**config.mk**
```make
export PLATFORM = sky130hd
export DESIGN_NAME = sorted_priority_queue_core
export DESIGN_NICKNAME = d
export VERILOG_FILES = /design/src/spq_pkg.sv /design/src/spq_cell.sv /design/src/sorted_priority_queue_core.sv
export VERILOG_INCLUDE_DIRS = /design/src /design/src/src
export SDC_FILE = /design/constraint.sdc
export NUM_CORES = 1
export LEC_CHECK = 0
export ABC_CLOCK_PERIOD_IN_PS = 6200
export BUFFER_PORTS_ARGS = -buffer_cell sky130_fd_sc_hd__buf_2
export CORE_ASPECT_RATIO = 0.6
export CORE_UTILIZATION = 40
export CTS_BUF_LIST = sky130_fd_sc_hd__clkbuf_2 sky130_fd_sc_hd__clkbuf_4 sky130_fd_sc_hd__clkbuf_8
export DETAILED_ROUTE_END_ITERATION = 10
export PLACE_DENSITY = 0.59
export SETUP_SLACK_MARGIN = 0.05
export SYNTH_ARGS = -nofsm -noshare
export SYNTH_HDL_FRONTEND = slang
export SYNTH_HIERARCHICAL = 1
export SYNTH_SLANG_ARGS = --single-unit
```
**constraint.sdc**
```tcl
create_clock -name clk -period 6.2 [get_ports clk]
set_clock_uncertainty 0.15 [all_clocks]
set_input_delay 0.31 -clock clk [delete_from_list [all_inputs] [get_ports clk]]
set_output_delay 0.31 -clock clk [all_outputs]
set_load 0.02 [all_outputs]
```
**src/sorted_priority_queue_core_assert.svh**
```systemverilog
// Assertion macros shared by the priority queue RTL.
`ifndef SORTED_PRIORITY_QUEUE_CORE_ASSERT_SVH
`define SORTED_PRIORITY_QUEUE_CORE_ASSERT_SVH

// Property that must hold at every clock edge outside reset.
`define SPQ_ASSERT_ALWAYS(lbl, clk, rst_n, prop) \
	lbl: assert property (@(posedge clk) disable iff (!rst_n) (prop)) \
		else $error("sorted priority queue assertion failed");

// Consequent that must hold in the clock after the antecedent.
`define SPQ_ASSERT_NEXT(lbl, clk, rst_n, ante, cons) \
	lbl: assert property (@(posedge clk) disable iff (!rst_n) (ante) |=> (cons)) \
		else $error("sorted priority queue assertion failed");

`endif

```
**src/spq_pkg.sv**
```systemverilog
`timescale 1ns / 1ps

package spq_pkg;

	localparam int CAPACITY = 16;
	localparam int PRIO_W   = 8;
	localparam int DATA_W   = 32;
	localparam int CNT_W    = $clog2(CAPACITY + 1);

	localparam logic CMD_INSERT = 1'b0;
	localparam logic CMD_REMOVE = 1'b1;

	typedef enum logic [1:0] {
		ST_INSERTED = 2'd0,
		ST_REMOVED  = 2'd1,
		ST_EMPTY    = 2'd2,
		ST_FULL     = 2'd3
	} status_t;

	typedef logic [PRIO_W-1:0] prio_t;

	typedef struct packed {
		logic              valid;
		logic [DATA_W-1:0] data;
		prio_t             prio;
	} entry_t;

	// Operation broadcast to every cell of the row.
	typedef struct packed {
		logic              insert;
		logic              remove;
		logic [DATA_W-1:0] data;
		prio_t             prio;
	} op_t;

	// Fit the 8-bit priority field to the stored width.
	function automatic prio_t prio_from_field(logic [7:0] p);
		logic [PRIO_W+7:0] ext;
		ext = {{PRIO_W{1'b0}}, p};
		return ext[PRIO_W-1:0];
	endfunction

	// Fit a stored priority back to the 8-bit field.
	function automatic logic [7:0] prio_to_field(prio_t p);
		logic [PRIO_W+7:0] ext;
		ext = {8'b0, p};
		return ext[7:0];
	endfunction

	// Fit the entry count to its 5-bit field.
	function automatic logic [4:0] count_to_field(logic [CNT_W-1:0] c);
		logic [CNT_W+4:0] ext;
		ext = {5'b0, c};
		return ext[4:0];
	endfunction

endpackage

```
**src/spq_cell.sv**
```systemverilog
`timescale 1ns / 1ps

module spq_cell (
	input  logic            clk,
	input  logic            arst_n,
	input  spq_pkg::op_t    op,
	input  spq_pkg::entry_t left,
	input  logic            left_keep,
	input  spq_pkg::entry_t right,
	output spq_pkg::entry_t cur,
	output logic            keep
);

	logic              valid_q;
	logic [spq_pkg::DATA_W-1:0] data_q;
	spq_pkg::prio_t    prio_q;
	spq_pkg::entry_t   nxt;
	logic              load;

	assign cur  = '{valid: valid_q, data: data_q, prio: prio_q};
	// Stay in place when held entry is served no later than the new one.
	assign keep = valid_q && (prio_q <= op.prio);

	always_comb begin
		nxt  = cur;
		load = 1'b0;
		if (op.insert && !keep) begin
			load = 1'b1;
			if (left_keep) begin
				nxt = '{valid: 1'b1, data: op.data, prio: op.prio};
			end else begin
				nxt = left;
			end
		end else if (op.remove) begin
			load = 1'b1;
			nxt  = right;
		end
	end

	always_ff @(posedge clk or negedge arst_n) begin
		if (!arst_n) begin
			valid_q <= 1'b0;
		end else if (load) begin
			valid_q <= nxt.valid;
		end
	end

	always_ff @(posedge clk) begin
		if (load) begin
			data_q <= nxt.data;
			prio_q <= nxt.prio;
		end
	end

endmodule

```
**src/sorted_priority_queue_core.sv**
```systemverilog
`timescale 1ns / 1ps

// Sorted priority queue of spq_pkg::CAPACITY entries held in a row of cells,
// ordered by ascending priority number (smaller served first, equal priorities
// served in insert order). Each input transfer is an insert (tuser 0) or a
// remove (tuser 1); each produces exactly one output transfer carrying the
// status, the removed entry (zero unless removed) and the entry count after
// the step. The block takes one transfer per cycle while its output is not
// stalled and answers in the next cycle: every cell compares against the
// broadcast priority and shifts to its neighbor in the same clock. The
// output register takes a new transfer in the same cycle as
// its held result leaves; a result that waits on a stalled output blocks
// input until it is taken. An insert into a full queue is dropped with status
// full; a remove from an empty queue reports empty. No clearing pass is
// needed after reset.

`include "sorted_priority_queue_core_assert.svh"

module sorted_priority_queue_core (
	input  logic        clk,
	input  logic        arst_n,
	input  logic        s_tvalid,
	output logic        s_tready,
	input  logic [39:0] s_tdata,  // [31:0] item_data, [39:32] item_priority
	input  logic        s_tuser,  // [0] command
	output logic        m_tvalid,
	input  logic        m_tready,
	output logic [47:0] m_tdata,  // [31:0] out_data, [39:32] out_priority,
	                              // [44:40] entry_count, [47:45] zero
	output logic [1:0]  m_tuser   // [1:0] status
);

	localparam int N = spq_pkg::CAPACITY;

	spq_pkg::entry_t cell_w [N];
	logic            keep_w [N];
	spq_pkg::op_t    op;
	logic            accept;
	logic            full;
	logic            empty;
	logic [N-1:0]    valid_vec;
	logic [N:0]      valid_plus;

	logic [spq_pkg::CNT_W-1:0] count_q;
	logic                      m_tvalid_q;
	spq_pkg::status_t          status_q;
	logic [spq_pkg::DATA_W-1:0] out_data_q;
	logic [7:0]                out_prio_q;
	logic [4:0]                out_count_q;

	// Hand the input over whenever the output register is free or draining.
	assign s_tready = !m_tvalid_q || m_tready;
	assign accept   = s_tvalid && s_tready;

	// The valid cells form a prefix, so the ends tell full and empty.
	assign full  = cell_w[N-1].valid;
	assign empty = !cell_w[0].valid;

	always_comb begin
		op.insert = accept && (s_tuser == spq_pkg::CMD_INSERT) && !full;
		op.remove = accept && (s_tuser == spq_pkg::CMD_REMOVE) && !empty;
		op.data   = s_tdata[31:0];
		op.prio   = spq_pkg::prio_from_field(s_tdata[39:32]);
	end

	// Row of cells: cell 0 is the head; the new entry enters the first cell
	// that does not keep, and removes shift everything left.
	for (genvar i = 0; i < N; i++) begin : g_cell
		spq_pkg::entry_t left_e;
		spq_pkg::entry_t right_e;
		logic            left_k;
		if (i == 0) begin : g_head
			assign left_e = '0;
			assign left_k = 1'b1;
		end else begin : g_body
			assign left_e = cell_w[i-1];
			assign left_k = keep_w[i-1];
		end
		if (i == N - 1) begin : g_tail
			assign right_e = '0;
		end else begin : g_mid
			assign right_e = cell_w[i+1];
		end
		assign valid_vec[i] = cell_w[i].valid;

		spq_cell u_cell (
			.clk       (clk),
			.arst_n    (arst_n),
			.op        (op),
			.left      (left_e),
			.left_keep (left_k),
			.right     (right_e),
			.cur       (cell_w[i]),
			.keep      (keep_w[i])
		);
	end

	// Track the fill level alongside the cells.
	always_ff @(posedge clk or negedge arst_n) begin
		if (!arst_n) begin
			count_q <= '0;
		end else if (op.insert) begin
			count_q <= count_q + 1'b1;
		end else if (op.remove) begin
			count_q <= count_q - 1'b1;
		end
	end

	// Output register: hold until the transfer completes.
	always_ff @(posedge clk or negedge arst_n) begin
		if (!arst_n) begin
			m_tvalid_q <= 1'b0;
		end else if (accept) begin
			m_tvalid_q <= 1'b1;
		end else if (m_tready) begin
			m_tvalid_q <= 1'b0;
		end
	end

	always_ff @(posedge clk) begin
		if (accept) begin
			out_data_q <= '0;
			out_prio_q <= '0;
			if (s_tuser == spq_pkg::CMD_INSERT) begin
				if (full) begin
					status_q    <= spq_pkg::ST_FULL;
					out_count_q <= spq_pkg::count_to_field(count_q);
				end else begin
					status_q    <= spq_pkg::ST_INSERTED;
					out_count_q <= spq_pkg::count_to_field(count_q + 1'b1);
				end
			end else begin
				if (empty) begin
					status_q    <= spq_pkg::ST_EMPTY;
					out_count_q <= spq_pkg::count_to_field(count_q);
				end else begin
					status_q    <= spq_pkg::ST_REMOVED;
					out_data_q  <= cell_w[0].data;
					out_prio_q  <= spq_pkg::prio_to_field(cell_w[0].prio);
					out_count_q <= spq_pkg::count_to_field(count_q - 1'b1);
				end
			end
		end
	end

	assign m_tvalid = m_tvalid_q;
	assign m_tuser  = status_q;
	assign m_tdata  = {3'b000, out_count_q, out_prio_q, out_data_q};

	assign valid_plus = {1'b0, valid_vec} + 1'b1;

	// Valid cells stay a contiguous prefix from the head.
	`SPQ_ASSERT_ALWAYS(a_valid_prefix, clk, arst_n, $onehot(valid_plus))
	// Fill counter agrees with the cell row.
	`SPQ_ASSERT_ALWAYS(a_count_match, clk, arst_n, int'(count_q) == $countones(valid_vec))
	// A remove from a nonempty queue reports removed next cycle.
	`SPQ_ASSERT_NEXT(a_remove_status, clk, arst_n, op.remove,
		m_tvalid && (m_tuser == spq_pkg::ST_REMOVED))
	// A dropped insert leaves the fill level alone.
	`SPQ_ASSERT_NEXT(a_full_drop, clk, arst_n, accept && (s_tuser == spq_pkg::CMD_INSERT) && full,
		$stable(count_q) && (m_tuser == spq_pkg::ST_FULL))

endmodule
```
==> metrics.yaml, run 1 <==
synth:
  syn-instance-count: 2920
  synth_area_per_cell_um2: 14.7
  netlist_area_um2: 42800
  yosys_warnings: 6
pwr:
  leakage_nw: 16.9
  p_per_area_nw_per_um2: 260
  ir_drop_v: 0.000160
clocking:
  cts_tree: "yes"
  cts_max_level: 3
  post_cts_buffers: 0
  clk_path_buf_depth: 3
  root_buffer: "clkbuf_8"
  clk_latency_ns: 0.80
  cts_buffers: 110
  clock_sinks: 709
  post_cts_resized: 0
  clk_pin_slew_ns: 0.06
timing:
  timing.hold.ws_ns: 0.132
  fmax_mhz: 231
  rsz0062_at_grt: "no"
  layout_min_cycle_time_ns: 4.32
  slew_viol_final: 0
  relSlewSlack_pct: 13.5
  setup_viol: 0
  finalSetupTns_ns: 0
  post-route-period-util_pct: 69.7
  finalHoldViolCount: 0
  worst_pin_slew_ns: 1.29
status:
  status: "complete, no violations"
routing:
  viasPerCell: 5.34
  finalWirelength_mm: 103
  drtAntennaViolNets: 0
  drc: 0
  drtPass1Iterations: 6
  drt-wirelength-per-cell_um: 22.5
  vias: 24452
  drt_iter0_markers: 1855
floorplanning:
  start_util_pct: 40.6
  die_h_um: 256
  pin_count: 97
  die_x_um: 425
  dieArea_um2: 108000
  core_area_um2: 106000
  num_rows: 92
worst_setup_path:
  reg2reg_to: "g_cell[13].u_cell/data_q[7]"
  rr_worst_depth: 7
  crit_fanout: 40
  r2r_setup_slack_ns: 1.88
  crit_path_top_delay_cell: "or2_2"
  crit_chain: "nand2b_1 > nand2_1 > nor3_4 > buf_4 > o31ai_2 > a31oi_4 > or2_2"
  critPathArrivalTime_ns: 4.59
  crit_end: "g_cell[13].u_cell/data_q[7]"
  timing.rr.start: "m_tvalid"
  worst_setup_path_start_kind: "register"
  critical_path.endpoint_type: "register"
  cp_top_family: "simple AND/OR/NAND/NOR gates"
  worstSetupPathType: "register to register"
  crit_start: "m_tvalid"
  path_buf_inv: 1
  cp.depth: 7
  required_ns: 6.46
  slowest_delay_ns: 0.98
global_route:
  grtUsageTotal_pct: 18.7
  antenna_found_initial: 4
  grt_pass1_wl_mm: 158
  overflow: 0
  grt_max_degree: 49
  grt_pass1_vias: 24877
final_layout:
  drive_above_1_share_pct: 47.9
  nFillCells: 9396
  fin_nets: 3249
  final_cell_mix: "mux2_2, edfxtp_1, mux2_4, inv_1, mux2_1"
  final_common_cell: "mux2_2"
  design_area_um2: 46700
  area_growth_pct: 8.97
worst_hold_path:
  hold_class: "input pin to register"
placement:
  dpl.hpwl_mm: 75.2
  postPlaceCellArea_um2: 44600
  io_buffers: 93
  place.gp.congestion: 0.818
job:
  drv_cap: 0
-- layout make-up --
| class | count | area [um^2] | area share (%) |
|---|---|---|---|
| flip-flops and latches | 709 | 21200 | 45.4 |
| clock inverters | 62 | 268 | 0.573 |
| inverters | 164 | 616 | 1.32 |
| repair buffers | 131 | 778 | 1.67 |
| multi-input cells | 1958 | 20300 | 43.5 |
| diodes | 6 | 15.0 | 0.0322 |
| clock buffers | 142 | 1770 | 3.78 |
| well taps | 1410 | 1760 | 3.78 |
-- power breakdown --
part           internal [mW]  switching, mW  leakage [nW]
logic                   1.20           1.22          9.24
registers               5.66          0.239          6.61
clock network           1.86           1.97          1.09
-- timing repair --
item,4_1_cts,5_1_grt
hold endpoints to repair,31,0
hold buffers,7,0
setup endpoints to repair,0,0
-- state kept, by name, summed over array words and instances, names as in the netlist --
| signal | count |
|---|---|
| g_cell.u_cell/valid_q | 16 |
| out_count_q | 5 |
| m_tvalid | 1 |
| g_cell.u_cell/data_q | 512 |
| out_prio_q | 8 |
| g_cell.u_cell/prio_q | 128 |
| out_data_q | 32 |
| m_tuser | 2 |
| count_q | 5 |
-- worst register-to-register path, cell delays in order, from the launching register on --
cell	delay (ns)
dfrtp_1	0.38
nand2b_1	0.16
nand2_1	0.29
nor3_4	0.79
buf_4	0.30
o31ai_2	0.09
a31oi_4	0.78
or2_2	0.98
-- per-layer routing --
layer | wire, um | global-route usage (%) | up-vias
li1 | - | - | 11384
met1 | 57700 | 32.0 | 12229
met2 | 37800 | 23.1 | 688
met3 | 5970 | 3.35 | 151
met4 | 1660 | 4.49 | 0
met5 | 0 | 0 | -
-- how the worst min path moves through the flow --
| stage | from | end | depth (start not counted) |
|---|---|---|---|
| CTS | s_tdata[5] | g_cell[3].u_cell/data_q[5] | 3 |
| floorplan | arst_n | count_q[0] | 0 |
| global route | s_tdata[7] | g_cell[0].u_cell/data_q[7] | 3 |
| global placement | arst_n | count_q[1] | 1 |
| detailed placement | arst_n | m_tvalid | 1 |
| finish | s_tuser | m_tuser[0] | 2 |
-- stage by stage --
step | utilization (%) | std cells | power (mW) | setup slack, ns
2_1_floorplan | - | 3004 | 7.76 | 1.37
3_3_place_gp | 42.2 | 4365 | 8.28 | 1.95
3_5_place_dp | 42.2 | 4365 | 8.39 | 1.82
4_1_cts | 44.2 | 4576 | 12.3 | 1.88
5_1_grt | 44.2 | 4578 | 12.7 | 1.73
6_report | 44.2 | 4582 | 12.1 | 1.88
Note: power is estimated with default switching activity, not from simulation.
==> run 2: changes to the inputs <==
- ABC_CLOCK_PERIOD_IN_PS: 6200 -> 4000
- PLACE_DENSITY: 0.59 -> 0.57
- clock period: 6.2 -> 4 ns (I/O delays scaled with it)
==> run 2 against run 1 <==
Against the previous run: critical path depth increased by 1; via count is 0.84% higher; non-clock buffer count increased by 46; sequential power up 55%; combinational power is 61% higher; register-to-register slack lost 0.95 ns; first-iteration DRC count increased by 4.0%; final cell count up 0.92%; global-route usage rose by 0.19 points; utilization grew 0.83 points; routed wire length grew 0.56%; flip-flop and latch count is the same; critical endpoint is now g_cell[14].u_cell/data_q[28]; largest power group unchanged.
==> metrics.yaml, run 2 (same netlist as run 1, synthesis figures left out) <==
final_layout:
  largest_reg_flops: 512  # unchanged
  reg.largest.list: "g_cell.u_cell/data_q: 512 flops, g_cell.u_cell/prio_q: 128 flops, out_data_q: 32 flops"
  drive_above_1_share_pct: 48.8  # +0.82 points
  top_register: "g_cell.u_cell/data_q"
  final_common_cell: "mux2_2"
  fin_nets: 3297  # +1.5%
  final_cell_mix: "mux2_2, edfxtp_1, mux2_4, inv_1, mux2_1"
  area_growth_pct: 11.0
clocking:
  clk_path_buf_depth: 3  # unchanged
  clk_pin_slew_ns: 0.06  # about the same
  cts_buffers: 112  # +1.8%
  post_cts_resized: 0  # unchanged
  clk_latency_ns: 0.79  # about the same
  postCtsHoldBufs: 18  # +11
  post_cts_buffers: 0  # unchanged
  clock_sinks: 709  # unchanged
  root_buffer: "clkbuf_8"
  cts_tree: "yes"
  cts_max_level: 3  # unchanged
routing:
  drtAntennaViolNets: 0  # unchanged
  viasPerCell: 5.33  # about the same
  top_layer_used: "met4"
  met2_length_mm: 37.1  # -1.7%
  drc: 0  # unchanged
  vias: 24657  # +0.84%
  drt-wirelength-per-cell_um: 22.4  # -0.35%
  drt_iter0_markers: 1930  # +4.0%
  route.met3.wl_mm: 5.38  # -9.8%
  drt-met1-wl_mm: 59.8  # +3.5%
  drtPass1Iterations: 5  # -1
  finalWirelength_mm: 104  # +0.56%
pwr:
  leakage_nw: 17.3  # +2.3%
  p_per_area_nw_per_um2: 402  # +55%
  ir_drop_v: 0.000233  # +46%
timing:
  slew_viol_final: 0  # unchanged
  setup_viol: 0  # unchanged
  fmax_mhz: 326  # +41%
  finalHoldViolCount: 0  # unchanged
  worst_pin_slew_ns: 1.13  # -0.162 ns
  setup_slack_ns: 0.928  # -0.948 ns
  finalSetupTns_ns: 0  # unchanged
  rsz0062_at_grt: "no"
  layout_min_cycle_time_ns: 3.07  # -1.25 ns
  post-route-period-util_pct: 76.8  # +7.1 points
  relSlewSlack_pct: 24.5  # +11 points
worst_hold_path:
  hold_class: "input pin to register"
  holdPathStages: 3  # +1
placement:
  dpl.hpwl_mm: 76.4  # +1.6%
  post-place-ws_ns: 0.547  # -1.27 ns
  place.gp.congestion: 0.819  # +0.12%
  io_buffers: 93  # unchanged
floorplanning:
  core_area_um2: 106000  # unchanged
  dieArea_um2: 108000  # unchanged
  die_h_um: 256  # unchanged
  start_util_pct: 40.6  # unchanged
  num_rows: 92  # unchanged
  pin_count: 97  # unchanged
  die_x_um: 425  # unchanged
status:
  status: "complete, no violations"
global_route:
  grt_max_degree: 65  # +33%
  overflow: 0  # unchanged
  grt_pass1_wl_mm: 160  # +1.4%
  grt_pass1_vias: 25035  # +0.64%
  grtUsageTotal_pct: 18.9  # +0.19 points
  antenna_found_initial: 2  # -2
worst_setup_path:
  critPathArrivalTime_ns: 3.35  # -1.24 ns
  required_ns: 4.28  # -2.18 ns
  critical_path.endpoint_type: "register"
  worst_setup_path_start_kind: "register"
  crit_path_top_delay_cell: "a31oi_4"
  crit_chain: "nand2b_2 > nand2_2 > nor3_4 > buf_12 > o31ai_2 > a31oi_4 > or2_2 > buf_4"
  crit_fanout: 64  # +60%
  worstSetupPathType: "register to register"
  slowest_delay_ns: 0.47  # -0.51 ns
  rr_worst_depth: 8  # +1
job:
  drv_cap: 0  # unchanged
-- run 2: cell count changes in the layout (fill, tap and decap cells not counted), sizes merged --
| cell | change |
|---|---|
| buf | +35 |
| bufinv | +1 |
| clkbuf | +8 |
| clkinv | -15 |
| clkinvlp | +4 |
| diode | -1 |
| dlygate4sd3 | +11 |
| inv | -1 |
-- run 2: where the power goes --
part | internal [mW] | total (mW) | switching [mW]
Combinational | 1.99 | 3.89 | 1.90
Clock | 3.07 | 6.09 | 3.02
Sequential | 8.76 | 9.14 | 0.382
Total | 13.8 | 19.1 | 5.30
-- run 2: area by class of cell --
class,count,area [um^2]
fill,9328,58000
clock inverter,51,265
sequential,709,21200
timing repair buffer,177,1560
multi-input combinational,1958,20300
inverter,164,616
clock buffer,150,1860
antenna,5,12.5
tap,1410,1760
-- run 2: worst paths after layout --
check | from | end | slack [ns]
max reg2reg | m_tvalid | g_cell[14].u_cell/data_q[28] | 0.93
min reg2reg | count_q[4] | count_q[4] | 0.35
min in group asynchronous | arst_n | g_cell[1].u_cell/valid_q | 0.31
max in group asynchronous | arst_n | g_cell[15].u_cell/valid_q | 3.18
max | m_tvalid | g_cell[14].u_cell/data_q[28] | 0.93
min | s_tdata[14] | g_cell[0].u_cell/data_q[14] | 0.11
-- run 2: worst max-delay path: cells and delay by family (launching register included) --
kind | cells | cell delay (ns)
flip-flops | 1 | 0.39
AND/OR/NAND/NOR | 4 | 0.81
AO/OA/AOI/OAI | 2 | 0.62
buffers and inverters | 2 | 0.66
-- run 2: layer usage --
layer | global-route usage (%) | vias up
li1 | - | 11481
met1 | 33.1 | 12396
met2 | 22.9 | 657
met3 | 3.24 | 123
met4 | 3.81 | 0
met5 | 0 | -
-- run 2: per-stage QoR --
| step | std cells | hold slack, ns | util, % | power [mW] | cell area [um^2] |
|---|---|---|---|---|---|
| 2_1_floorplan | 3004 | -0.246 | - | 12.0 | 43200 |
| 3_3_place_gp | 4400 | 0.124 | 42.9 | 13.0 | 45200 |
| 3_5_place_dp | 4400 | 0.130 | 42.9 | 13.1 | 45200 |
| 4_1_cts | 4619 | 0.000937 | 45.1 | 19.3 | 47600 |
| 5_1_grt | 4622 | 0.0479 | 45.1 | 20.0 | 47600 |
| 6_report | 4624 | 0.112 | 45.1 | 19.1 | 47600 |
